[config.mk]
export PLATFORM = sky130hd
export DESIGN_NAME = retransmit_timeout_table
export DESIGN_NICKNAME = d
export VERILOG_FILES = /design/src/rtl/rtt_pkg.sv /design/src/rtl/retransmit_timeout_table.sv /design/src/rtl/rtt_queue.sv /design/src/rtl/rtt_front.sv /design/src/rtl/rtt_back.sv
export SDC_FILE = /design/constraint.sdc
export NUM_CORES = 1
export LEC_CHECK = 0
export CORE_ASPECT_RATIO = 1.5
export CORE_MARGIN = 5
export CORE_UTILIZATION = 35
export DETAILED_ROUTE_END_ITERATION = 12
export DONT_BUFFER_PORTS = 1
export PLACE_DENSITY = 0.61
export REMOVE_ABC_BUFFERS = 1
export SYNTH_ARGS = -nofsm -noshare
export SYNTH_HDL_FRONTEND = slang
export SYNTH_SLANG_ARGS = --single-unit
[constraint.sdc]
create_clock -name clk -period 9.7 [get_ports clk]
set_clock_uncertainty 0.15 [all_clocks]
set_input_delay 0.485 -clock clk [delete_from_list [all_inputs] [get_ports clk]]
set_output_delay 0.485 -clock clk [all_outputs]
set_load 0.01 [all_outputs]
[src/rtl/rtt_pkg.sv]
// rtt_pkg: shared types, codes and sizes of the retransmit timeout table
// used by every module of the block and by its checker
package rtt_pkg;

    localparam int SLOTS      = 16;
    localparam int SLOT_W     = (SLOTS > 1) ? $clog2(SLOTS) : 1;
    localparam int QDEPTH     = 4;
    localparam int QPTR_W     = $clog2(QDEPTH);
    localparam int QCNT_W     = $clog2(QDEPTH + 1);
    localparam int CFG_IDX_W  = 2;
    localparam int CFG_DATA_W = 4;

    localparam logic [CFG_IDX_W-1:0] CFG_TIMEOUT = 2'd0;
    localparam logic [CFG_IDX_W-1:0] CFG_MAX     = 2'd1;

    localparam logic [3:0] TIMEOUT_RESET     = 4'd10;
    localparam logic [2:0] MAX_RESENDS_RESET = 3'd3;

    typedef enum logic [1:0] {
        OP_TICK = 2'd0,
        OP_SEND = 2'd1,
        OP_ACK  = 2'd2
    } op_t;

    typedef enum logic [1:0] {
        FLAG_CLEAR = 2'd0,
        FLAG_SENT  = 2'd1,
        FLAG_ACKED = 2'd2
    } flag_t;

    typedef struct packed {
        op_t               op;
        logic [SLOT_W-1:0] idx;
        logic [15:0]       packet;
        logic [7:0]        payload;
        logic [3:0]        limit;
        logic [2:0]        max_resends;
    } cmd_t;

    typedef struct packed {
        logic full;
        logic empty;
    } q_status_t;

    typedef struct packed {
        logic        kind;
        logic [3:0]  slot;
        logic [15:0] packet;
        logic [7:0]  payload;
        logic [2:0]  attempt;
    } res_t;

endpackage

[src/rtl/retransmit_timeout_table.sv]
// retransmit_timeout_table: top level, config registers, front, queue and back
// depends on rtt_pkg, rtt_front, rtt_queue and rtt_back
//
// A command word is taken when start is high and busy is low; busy rises only
// when the four-word queue between front and back is full. The back runs a
// send or an ack as a single write to the table in idle. A tick is taken from
// the queue in idle, then the walk visits the table one slot per cycle through
// its single read-modify-write port, then a flush state releases the result
// held back so that it can carry last. Each timed-out slot gives one result
// word, shown for one cycle with strobe high, at most one per cycle; the
// receiver must take it then. Words with operation 3 and sends or acks to
// slots outside the table are dropped.
// Config writes are always ready and take effect for ticks accepted after.
module retransmit_timeout_table (
    input  logic                           clk,
    input  logic                           rst_n,
    input  logic                           start,
    output logic                           busy,
    input  logic [1:0]                     operation,
    input  logic [3:0]                     slot,
    input  logic [15:0]                    packet_id,
    input  logic [7:0]                     payload_index,
    output logic                           strobe,
    output logic                           kind,
    output logic [3:0]                     out_slot,
    output logic [15:0]                    out_packet_id,
    output logic [7:0]                     out_payload_index,
    output logic [2:0]                     attempt,
    output logic                           last,
    input  logic                           cfg_valid,
    output logic                           cfg_ready,
    input  logic [rtt_pkg::CFG_IDX_W-1:0]  cfg_index,
    input  logic [rtt_pkg::CFG_DATA_W-1:0] cfg_data
);
    import rtt_pkg::*;

    logic [3:0] timeout_reg, timeout_next;
    logic [2:0] max_reg, max_next;
    cmd_t       push_cmd, head_cmd;
    q_status_t  q_status;
    logic       push, pop;
    res_t       res;

    assign cfg_ready = 1'b1;

    always_comb
    begin
        timeout_next = timeout_reg;
        max_next     = max_reg;
        if (cfg_valid)
        begin
            if (cfg_index == CFG_TIMEOUT)
            begin
                timeout_next = cfg_data[3:0];
            end
            else if (cfg_index == CFG_MAX)
            begin
                max_next = cfg_data[2:0];
            end
        end
    end

    always_ff @(posedge clk or negedge rst_n)
    begin
        if (!rst_n)
        begin
            timeout_reg <= TIMEOUT_RESET;
            max_reg     <= MAX_RESENDS_RESET;
        end
        else
        begin
            timeout_reg <= timeout_next;
            max_reg     <= max_next;
        end
    end

    rtt_front u_front (
        .start         (start),
        .operation     (operation),
        .slot          (slot),
        .packet_id     (packet_id),
        .payload_index (payload_index),
        .timeout_ticks (timeout_reg),
        .max_resends   (max_reg),
        .q_status      (q_status),
        .busy          (busy),
        .push          (push),
        .cmd           (push_cmd)
    );

    rtt_queue u_queue (
        .clk    (clk),
        .rst_n  (rst_n),
        .push   (push),
        .din    (push_cmd),
        .pop    (pop),
        .dout   (head_cmd),
        .status (q_status)
    );

    rtt_back u_back (
        .clk      (clk),
        .rst_n    (rst_n),
        .cmd      (head_cmd),
        .q_status (q_status),
        .pop      (pop),
        .strobe   (strobe),
        .last     (last),
        .res      (res)
    );

    assign kind              = res.kind;
    assign out_slot          = res.slot;
    assign out_packet_id     = res.packet;
    assign out_payload_index = res.payload;
    assign attempt           = res.attempt;

endmodule

[src/rtl/rtt_queue.sv]
// rtt_queue: small command queue between front and back
// depends on rtt_pkg for cmd_t and the queue depth
module rtt_queue (
    input  logic               clk,
    input  logic               rst_n,
    input  logic               push,
    input  rtt_pkg::cmd_t      din,
    input  logic               pop,
    output rtt_pkg::cmd_t      dout,
    output rtt_pkg::q_status_t status
);
    import rtt_pkg::*;

    cmd_t              mem_reg [QDEPTH];
    logic [QPTR_W-1:0] wr_ptr_reg, wr_ptr_next;
    logic [QPTR_W-1:0] rd_ptr_reg, rd_ptr_next;
    logic [QCNT_W-1:0] count_reg, count_next;
    logic              do_push, do_pop;

    assign status.full  = (count_reg == QCNT_W'(QDEPTH));
    assign status.empty = (count_reg == '0);
    assign do_push      = push && !status.full;
    assign do_pop       = pop && !status.empty;
    assign dout         = mem_reg[rd_ptr_reg];

    always_comb
    begin
        wr_ptr_next = do_push ? wr_ptr_reg + 1'b1 : wr_ptr_reg;
        rd_ptr_next = do_pop ? rd_ptr_reg + 1'b1 : rd_ptr_reg;
        count_next  = count_reg;
        if (do_push && !do_pop)
        begin
            count_next = count_reg + 1'b1;
        end
        else if (do_pop && !do_push)
        begin
            count_next = count_reg - 1'b1;
        end
    end

    always_ff @(posedge clk or negedge rst_n)
    begin
        if (!rst_n)
        begin
            wr_ptr_reg <= '0;
            rd_ptr_reg <= '0;
            count_reg  <= '0;
        end
        else
        begin
            wr_ptr_reg <= wr_ptr_next;
            rd_ptr_reg <= rd_ptr_next;
            count_reg  <= count_next;
        end
    end

    always_ff @(posedge clk)
    begin
        if (do_push)
        begin
            mem_reg[wr_ptr_reg] <= din;
        end
    end

endmodule

[src/rtl/rtt_front.sv]
// rtt_front: accepts command words, drops the ones that do nothing, queues the rest
// depends on rtt_pkg for cmd_t and the operation codes
module rtt_front (
    input  logic               start,
    input  logic [1:0]         operation,
    input  logic [3:0]         slot,
    input  logic [15:0]        packet_id,
    input  logic [7:0]         payload_index,
    input  logic [3:0]         timeout_ticks,
    input  logic [2:0]         max_resends,
    input  rtt_pkg::q_status_t q_status,
    output logic               busy,
    output logic               push,
    output rtt_pkg::cmd_t      cmd
);
    import rtt_pkg::*;

    logic in_range;
    logic useful;

    assign busy     = q_status.full;
    assign in_range = (32'(slot) < SLOTS);

    always_comb
    begin
        unique case (operation)
            OP_TICK:         useful = 1'b1;
            OP_SEND, OP_ACK: useful = in_range;
            default:         useful = 1'b0;
        endcase
    end

    assign push = start && !q_status.full && useful;

    // config is sampled with the word so a later write cannot reach it
    always_comb
    begin
        cmd.op          = op_t'(operation);
        cmd.idx         = SLOT_W'(slot);
        cmd.packet      = packet_id;
        cmd.payload     = payload_index;
        cmd.limit       = (timeout_ticks == 4'd0) ? 4'd1 : timeout_ticks;
        cmd.max_resends = max_resends;
    end

endmodule

[src/rtl/rtt_back.sv]
// rtt_back: slot table, executes queued send, ack and tick words
// depends on rtt_pkg for cmd_t, res_t and the slot flags
module rtt_back (
    input  logic               clk,
    input  logic               rst_n,
    input  rtt_pkg::cmd_t      cmd,
    input  rtt_pkg::q_status_t q_status,
    output logic               pop,
    output logic               strobe,
    output logic               last,
    output rtt_pkg::res_t      res
);
    import rtt_pkg::*;

    typedef enum logic [2:0] {
        ST_IDLE  = 3'b001,
        ST_WALK  = 3'b010,
        ST_FLUSH = 3'b100
    } bstate_t;

    flag_t       flag_reg    [SLOTS];
    logic [3:0]  wait_reg    [SLOTS];
    logic [2:0]  retry_reg   [SLOTS];
    logic [15:0] packet_reg  [SLOTS];
    logic [7:0]  payload_mem [SLOTS];

    bstate_t           state_reg, state_next;
    logic [SLOT_W-1:0] walk_reg, walk_next;
    logic [3:0]        limit_reg, limit_next;
    logic [2:0]        max_reg, max_next;
    logic              held_valid_reg, held_valid_next;
    res_t              held_reg, held_next;
    logic              strobe_reg, strobe_next;
    logic              last_reg, last_next;
    res_t              res_reg, res_next;

    logic [SLOT_W-1:0] rd_idx;
    flag_t             flag_rd, flag_w;
    logic [3:0]        wait_rd, wait_w;
    logic [2:0]        retry_rd, retry_w;
    logic [15:0]       packet_rd, packet_w;
    logic [7:0]        payload_rd;
    logic              wr_en, pay_en;
    logic              timed, give_up;
    res_t              cand;

    assign rd_idx     = (state_reg == ST_WALK) ? walk_reg : cmd.idx;
    assign flag_rd    = flag_reg[rd_idx];
    assign wait_rd    = wait_reg[rd_idx];
    assign retry_rd   = retry_reg[rd_idx];
    assign packet_rd  = packet_reg[rd_idx];
    assign payload_rd = payload_mem[rd_idx];

    assign timed   = (wait_rd >= limit_reg);
    assign give_up = (retry_rd >= max_reg);

    always_comb
    begin
        cand.kind    = give_up;
        cand.slot    = 4'(walk_reg);
        cand.packet  = packet_rd;
        cand.payload = payload_rd;
        cand.attempt = retry_rd;
    end

    always_comb
    begin
        state_next      = state_reg;
        walk_next       = walk_reg;
        limit_next      = limit_reg;
        max_next        = max_reg;
        held_valid_next = held_valid_reg;
        held_next       = held_reg;
        strobe_next     = 1'b0;
        last_next       = 1'b0;
        res_next        = res_reg;
        pop             = 1'b0;
        wr_en           = 1'b0;
        pay_en          = 1'b0;
        flag_w          = flag_rd;
        wait_w          = wait_rd;
        retry_w         = retry_rd;
        packet_w        = packet_rd;

        unique case (state_reg)
            ST_IDLE:
            begin
                if (!q_status.empty)
                begin
                    pop = 1'b1;
                    unique case (cmd.op)
                        OP_SEND:
                        begin
                            wr_en    = 1'b1;
                            pay_en   = 1'b1;
                            flag_w   = FLAG_SENT;
                            packet_w = cmd.packet;
                            wait_w   = 4'd0;
                            retry_w  = 3'd0;
                        end
                        OP_ACK:
                        begin
                            wr_en  = 1'b1;
                            flag_w = FLAG_ACKED;
                        end
                        default:
                        begin
                            state_next = ST_WALK;
                            walk_next  = '0;
                            limit_next = cmd.limit;
                            max_next   = cmd.max_resends;
                        end
                    endcase
                end
            end
            ST_WALK:
            begin
                wr_en = 1'b1;
                if (!timed)
                begin
                    if (flag_rd == FLAG_SENT)
                    begin
                        wait_w = wait_rd + 4'd1;
                    end
                    else if (flag_rd == FLAG_ACKED)
                    begin
                        flag_w   = FLAG_CLEAR;
                        packet_w = 16'd0;
                        wait_w   = 4'd0;
                        retry_w  = 3'd0;
                    end
                end
                else
                begin
                    wait_w = 4'd0;
                    if (give_up)
                    begin
                        flag_w   = FLAG_CLEAR;
                        packet_w = 16'd0;
                        retry_w  = 3'd0;
                    end
                    else
                    begin
                        retry_w = retry_rd + 3'd1;
                    end
                    // the held result is not the last one, a newer one replaces it
                    if (held_valid_reg)
                    begin
                        strobe_next = 1'b1;
                        res_next    = held_reg;
                    end
                    held_valid_next = 1'b1;
                    held_next       = cand;
                end
                if (walk_reg == SLOT_W'(SLOTS - 1))
                begin
                    state_next = ST_FLUSH;
                end
                else
                begin
                    walk_next = walk_reg + 1'b1;
                end
            end
            ST_FLUSH:
            begin
                if (held_valid_reg)
                begin
                    strobe_next = 1'b1;
                    last_next   = 1'b1;
                    res_next    = held_reg;
                end
                held_valid_next = 1'b0;
                state_next      = ST_IDLE;
            end
            default:
            begin
                state_next = ST_IDLE;
            end
        endcase
    end

    always_ff @(posedge clk or negedge rst_n)
    begin
        if (!rst_n)
        begin
            state_reg      <= ST_IDLE;
            walk_reg       <= '0;
            limit_reg      <= TIMEOUT_RESET;
            max_reg        <= MAX_RESENDS_RESET;
            held_valid_reg <= 1'b0;
            strobe_reg     <= 1'b0;
            last_reg       <= 1'b0;
            for (int i = 0; i < SLOTS; i++)
            begin
                flag_reg[i]   <= FLAG_CLEAR;
                wait_reg[i]   <= 4'd0;
                retry_reg[i]  <= 3'd0;
                packet_reg[i] <= 16'd0;
            end
        end
        else
        begin
            state_reg      <= state_next;
            walk_reg       <= walk_next;
            limit_reg      <= limit_next;
            max_reg        <= max_next;
            held_valid_reg <= held_valid_next;
            strobe_reg     <= strobe_next;
            last_reg       <= last_next;
            if (wr_en)
            begin
                flag_reg[rd_idx]   <= flag_w;
                wait_reg[rd_idx]   <= wait_w;
                retry_reg[rd_idx]  <= retry_w;
                packet_reg[rd_idx] <= packet_w;
            end
        end
    end

    always_ff @(posedge clk)
    begin
        held_reg <= held_next;
        res_reg  <= res_next;
        if (pay_en)
        begin
            payload_mem[rd_idx] <= cmd.payload;
        end
    end

    assign strobe = strobe_reg;
    assign last   = last_reg;
    assign res    = res_reg;

endmodule

==> metrics.txt, run 1 <==
number of synthesis warnings=0; Post-synth EDFFs=340; Slew Limit Fails=220; Core Box Area=94,300 µm²; Initial Utilization=35.2%; initial antenna violation count=2; Fill cells=9,074; share of layout cells above drive strength 1=14.3%; switching share of power=42.8%; post-CTS resize count=0; Worst slew margin=-25.5%; H-tree depth=3; DRT Wirelength=85,000 µm; Internal=8190 µW; Seq cells post-synth=771; FP Rows=138; TritonRoute pass-1 iters=5; crit share post-route=69.7%; TritonCTS Buffers=74; Clock Latency Late Sink=660 ps; f_max=0.148 GHz; die width=262 µm; Die Y=387 µm; CTS Sinks=771; Crit Path Class=reg -> reg; 1st-iter DRT viols=1,611; combinational power share=44.9%; # port buffers=0; Mapped Cells=2,806; Setup violations, final=0; largest net degree at the start of global routing=432; Fin. Hold Viols=431; sequential power share=35.3%; hold_ws=-563 ps; Clock Power Share=19.7%; Via-to-Cell Ratio=5.16; Max rail drop VDD=0.245 mV; ys async rst share=55.9%; top fanout value on the critical path=69; total grt overflow=0; via count=21.1k; DRC=0; fin crit period=6760 ps; GPL Wtd Cong=0.789; Pwr Density=388 nW/µm²; io pins=76; syn_area_per_cell=11.8 µm²; Die ar.=101,000 µm²; routed length per instance=20.8 µm; clk buf depth=3; violated checks=hold timing, slew limit; first-pass GRT wire length=129,000 µm; Detail Route Antenna Nets=0; Final Util=39.2%; Main synth FF type=dfrtp_1; Area Overhead vs Synth=11.2%; layout net count=2,815; Syn Std Cell Area=33,200 µm²; Seq/Total Area, Yosys=63.2%; net switching power=6140 µW; hold_buf cts=40; gr usage total=16.6%; crit path launch type=flip-flop; MaxCap Viol Count=0; Worst-path clk slew=60 ps; Storage cell area=21,000 µm²; worst endpoint data arrival time=7080 ps; final instance area=36,900 µm²; DP HPWL=50,200 µm; area of the multi-input gates=11,200 µm²; status=finished, violations left; Unique masters post-synth=68; clock root buffer=clkbuf_16; RSZ-0062 raised after global routing=no; Placed Area=34,200 µm²; actual slew at the worst max-slew pin=1880 ps; CTS tree=built; Leakage=0.0141 µW; crit end category=flip-flop; CP Data Required Time=10,020 ps; max reg flops=256; vias in the first global route=21.0k; Hold Crit Class=in -> async
==> Yosys cell counts (7+ instances only) <==
cell | count | area [µm²]
a211oi_1 | 10 | 75.1
a21o_1 | 7 | 52.6
a21oi_1 | 213 | 1070
a21oi_2 | 103 | 902
a311oi_1 | 64 | 561
a31oi_1 | 14 | 87.6
a32oi_4 | 10 | 275
and3_1 | 41 | 257
buf_1 | 18 | 67.6
buf_2 | 35 | 175
buf_4 | 20 | 150
buf_6 | 13 | 146
buf_8 | 11 | 165
clkbuf_1 | 105 | 394
dfrtp_1 | 422 | 10600
dfstp_2 | 9 | 236
edfxtp_1 | 340 | 10200
ha_1 | 17 | 213
inv_1 | 21 | 78.8
mux2_2 | 17 | 191
mux2i_1 | 89 | 891
mux4_2 | 59 | 1330
nand2_1 | 542 | 2030
nand3_1 | 78 | 390
nor2_1 | 324 | 1220
o21ai_0 | 92 | 460
o21ai_1 | 45 | 225
==> logic make-up after synthesis <==
| group | synth area share, % |
|---|---|
| compound gates | 12.2 |
| xor+xnor | 0.185 |
| fa+ha+maj | 0.700 |
| buf+inv | 3.54 |
| flops | 63.2 |
| mux | 7.30 |
| other cells | 0.0113 |
| simple gates | 12.8 |
==> metal layers <==
layer	wire [µm]	track usage, %	up-vias
met5	13	0	-
met2	43400	28.9	541
li1	-	-	9859
met3	4180	2.85	158
met1	34200	20.5	10500
met4	3230	6.65	2
==> layout by cell type (no fill, tap or decap), types with 10 or more instances in the layout <==
cell           synthesis  layout
and3_1                41      41
dlygate4sd3_1          0      40
a311oi_1              64      64
inv_1                 21      21
o21ai_0               92      92
edfxtp_1             340     340
a32oi_4               10      10
o21ai_1               45      45
mux2i_1               89      87
dfrtp_1              422     420
a211oi_1              10      10
nor2_4                 0      13
a21oi_1              213     213
mux2_2                17      17
a21oi_2              103     102
nand3_1               78      78
a31oi_1               14      14
clkinv_2               0      16
nor2_1               324     306
clkbuf_1             105      16
clkbuf_16              0      76
ha_1                  17      16
nand2_1              542     542
mux4_2                59      59
buf_4                 20      36
==> per-stage QoR <==
stage          std cells  hold slack, ps  setup slack [ps]  power, µW  TNS [ps]
2_1_floorplan       2604            39.4             -2470       9710   -574770
3_3_place_gp        3901            74.9              3070      11500         0
3_5_place_dp        3901            63.0              2950      11600         0
4_1_cts             4078            -630              2970      14400         0
5_1_grt             4078            -604              2590      15200         0
6_report            4079            -563              2940      14300         0
==> layout make-up <==
type                    count  area share (%)
flip-flops and latches    771            56.9
multi-input cells        1812            30.4
clock buffers              99            5.57
well taps                1260            4.27
repair buffers             77            1.87
clock inverters            38           0.816
inverters                  21           0.213
diodes                      1         0.00677
==> final timing paths <==
| kind | end | depth (start not counted) | slack [ps] | start |
|---|---|---|---|---|
| max reg2reg | u_back.packet_reg[20] | 14 | 2940 | u_queue.rd_ptr_reg[0] |
| min in group clk | timeout_reg[1] | 2 | 100 | cfg_valid |
| min reg2reg | u_back.res[8] | 0 | 270 | u_back.held_reg[8] |
| max in group asynchronous | u_back.packet_reg[83] | 0 | 8520 | rst_n |
| min | timeout_reg[0] | 0 | -560 | rst_n |
| max | u_back.packet_reg[20] | 14 | 2940 | u_queue.rd_ptr_reg[0] |
==> worst max-delay path: stages, from the launching register on <==
cell,delay [ps]
dfrtp_4,640
mux4_2,490
a21o_4,720
buf_4,570
and3_1,230
a311oi_1,60
nor4_2,740
inv_1,110
ha_1,290
a21o_1,170
a21oi_1,390
or3_1,310
nand3_4,500
a32oi_2,870
a21oi_1,150
==> power by group through the flow <==
| stage | Combinational (µW) | Sequential (µW) | Clock, µW |
|---|---|---|---|
| after floorplan | 4690 | 5010 | 0 |
| after global placement | 6370 | 5090 | 0 |
| after detailed placement | 6430 | 5120 | 0 |
| after CTS | 6470 | 5060 | 2900 |
| after global routing | 7040 | 5170 | 3030 |
| final | 6440 | 5060 | 2830 |
==> timing repair <==
action	CTS	global route
buffers inserted	0	0
hold endpoints to repair	558	431
endpoints found under the setup margin	0	0
Note: power is estimated with default switching activity, not from simulation.
==> run 2: changes to the inputs <==
- clock period: 9.7 -> 6.7 ns (I/O delays scaled with it)
==> run 2 against run 1 <==
The flow still finishes with violations (hold timing, slew limit); flip-flop and latch count stayed put; final cell count is 0.98% higher; utilization is 0.65 points higher; non-clock buffer count is 34 higher; global-route usage is 0.44 points higher; final area is 1.7% higher; power is 50% higher; sequential share of layout area is 0.93 points lower; critical path depth stayed put; largest power group unchanged.
==> metrics.txt, run 2 (same netlist as run 1, synthesis figures left out) <==
largest net degree at the start of global routing=432 (unchanged); TritonRoute pass-1 iters=7 (+2); Crit path buffers/inverters=0 (-2); hold_buf cts=40 (unchanged); area of the multi-input gates=11,200 µm² (about the same); H-tree depth=3 (unchanged); CTS Sinks=771 (unchanged); Detail Route Antenna Nets=0 (unchanged); CP max stage cell=a32oi_2; total grt overflow=0 (unchanged); layout net count=2,852 (+1.3%); Die ar.=101,000 µm² (unchanged); crit-path cells=mux4_2, a21o_4, mux2i_1, a221oi_1, nor4_4, ha_1, nand2b_1, a21o_1, a21o_1, a21oi_1, or3_1, nand3_4, a32oi_2, a21oi_1; Fin. Hold Viols=427 (-0.93%); # port buffers=0 (unchanged); Fill cells=9,005 (-0.76%); MaxCap Viol Count=0 (unchanged); fin cells=4,119 (+0.98%); TritonCTS Buffers=77 (+4.1%); Hold Crit Class=in -> async; via count=21.5k (+2.0%); DP HPWL=52,700 µm (+5.0%); initial antenna violation count=1 (-1); reg2reg path depth=14 (unchanged); Clock Latency Late Sink=660 ps (about the same); Slew Limit Fails=322 (+46%); Crit Path Class=reg -> reg; clock root buffer=clkbuf_16; post-CTS resize count=0 (unchanged); CTS tree=built; Worst path depth=14 (unchanged); 1st-iter DRT viols=1,568 (-2.7%); crit path launch type=flip-flop; most common cell after layout, fill and taps aside=nand2_1; CP Data Required Time=7050 ps (-2970 ps); clk buf depth=3 (unchanged); Max rail drop VDD=0.402 mV (+64%); worst endpoint data arrival time=6290 ps (-790 ps); f_max=0.168 GHz (+14%); Die Y=387 µm (unchanged); actual slew at the worst max-slew pin=2520 ps (+640 ps); Storage cell area=21,000 µm² (unchanged); status=finished, violations left; GPL Wtd Cong=0.820 (+4.0%); dpl cells=3,935 (+0.87%); RSZ-0062 raised after global routing=no; DRC=0 (unchanged); top fanout value on the critical path=64 (-7.2%); crit end category=flip-flop; Worst-path clk slew=60 ps (about the same); vias in the first global route=21.3k (+1.7%); Worst slew margin=-68.1% (-43 points); Pwr Density=572 nW/µm² (+48%); setup TNS=0 ps (unchanged); routed length per instance=21.2 µm (+1.8%); Setup Fix Bufs, Post-CTS=0 (unchanged); hold_ws=-718 ps (-154 ps); gr usage total=17.1% (+0.44 points); violated checks=hold timing, slew limit; Initial Utilization=35.2% (unchanged); Largest delay share family, worst path=compound AO/OA/AOI/OAI gates; first-pass GRT wire length=133,000 µm (+3.0%); Via-to-Cell Ratio=5.22 (+1.1%); CP max stage delay=880 ps (about the same); crit share post-route=88.7% (+19 points); die width=262 µm (unchanged); fin crit period=5940 ps (-820 ps); Leakage=0.0144 µW (+2.2%); most frequent cells in the layout=nand2_1, dfrtp_1, edfxtp_1, nor2_1, a21oi_1; max reg flops=256 (unchanged); Area Overhead vs Synth=13.0%; DRT Wirelength=87,400 µm (+2.8%); Setup violations, final=0 (unchanged); io pins=76 (unchanged); Core Box Area=94,300 µm² (unchanged); FP Rows=138 (unchanged); share of layout cells above drive strength 1=15.5% (+1.2 points)
## run 2: changes by cell type in the layout (fill, tap and decap cells not counted), sizes merged
| cell | before | now |
|---|---|---|
| clkinvlp | 2 | 7 |
| buf | 37 | 71 |
| bufinv | 2 | 13 |
| clkinv | 29 | 21 |
| clkbuf | 99 | 97 |
## run 2: per-layer routing
metal	vias up	wire (µm)	global-route usage (%)
li1	9942	-	-
met1	10800	35600	21.8
met2	581	44100	29.3
met3	164	4430	2.66
met4	0	3270	6.30
met5	-	0	0
## run 2: cell type report
| cell class | count | share of cell area (%) |
|---|---|---|
| repair buffers | 111 | 2.55 |
| inverters | 21 | 0.210 |
| well taps | 1260 | 4.20 |
| clock buffers | 97 | 5.41 |
| clock inverters | 46 | 1.81 |
| flip-flops and latches | 771 | 56.0 |
| diodes | 1 | 0.00666 |
| multi-input cells | 1812 | 29.9 |
## run 2: where the power goes
| group | total, µW | leakage, µW | internal (µW) | switching [µW] |
|---|---|---|---|---|
| clock | 4620 | 0.00130 | 2690 | 1920 |
| combinational | 9530 | 0.00462 | 3120 | 6410 |
| sequential | 7340 | 0.00848 | 6600 | 733 |
## run 2: metrics by stage
step	hold slack, ps	utilization (%)	setup slack [ps]	total power [µW]	instance area, µm²
final	-718	39.8	757	21500	37600
after CTS	-775	39.8	807	21700	37500
after global routing	-755	39.8	404	22800	37600
after detailed placement	-85.7	36.5	805	17000	34400
after floorplan	-111	-	-5470	14000	32100
after global placement	-72.3	36.5	843	16800	34400
## run 2: path summary, 6_finish.rpt
| check | from | endpoint | slack [ps] |
|---|---|---|---|
| min | rst_n | timeout_reg[2] | -720 |
| max | u_queue.rd_ptr_reg[0] | u_back.packet_reg[192] | 760 |
| min in group clk | start | u_queue.wr_ptr_reg[0] | 120 |
| max reg2reg | u_queue.rd_ptr_reg[0] | u_back.packet_reg[192] | 760 |
| max in group asynchronous | rst_n | u_back.packet_reg[192] | 5180 |
| min reg2reg | u_back.held_reg[2] | u_back.res[2] | 260 |
## run 2: worst reg2reg max path: stages (launching register included)
cell,delay (ps)
dfrtp_4,630
mux4_2,500
a21o_4,750
mux2i_1,300
a221oi_1,160
nor4_4,490
ha_1,310
nand2b_1,140
a21o_1,180
a21o_1,190
a21oi_1,180
or3_1,260
nand3_4,480
a32oi_2,920
a21oi_1,170
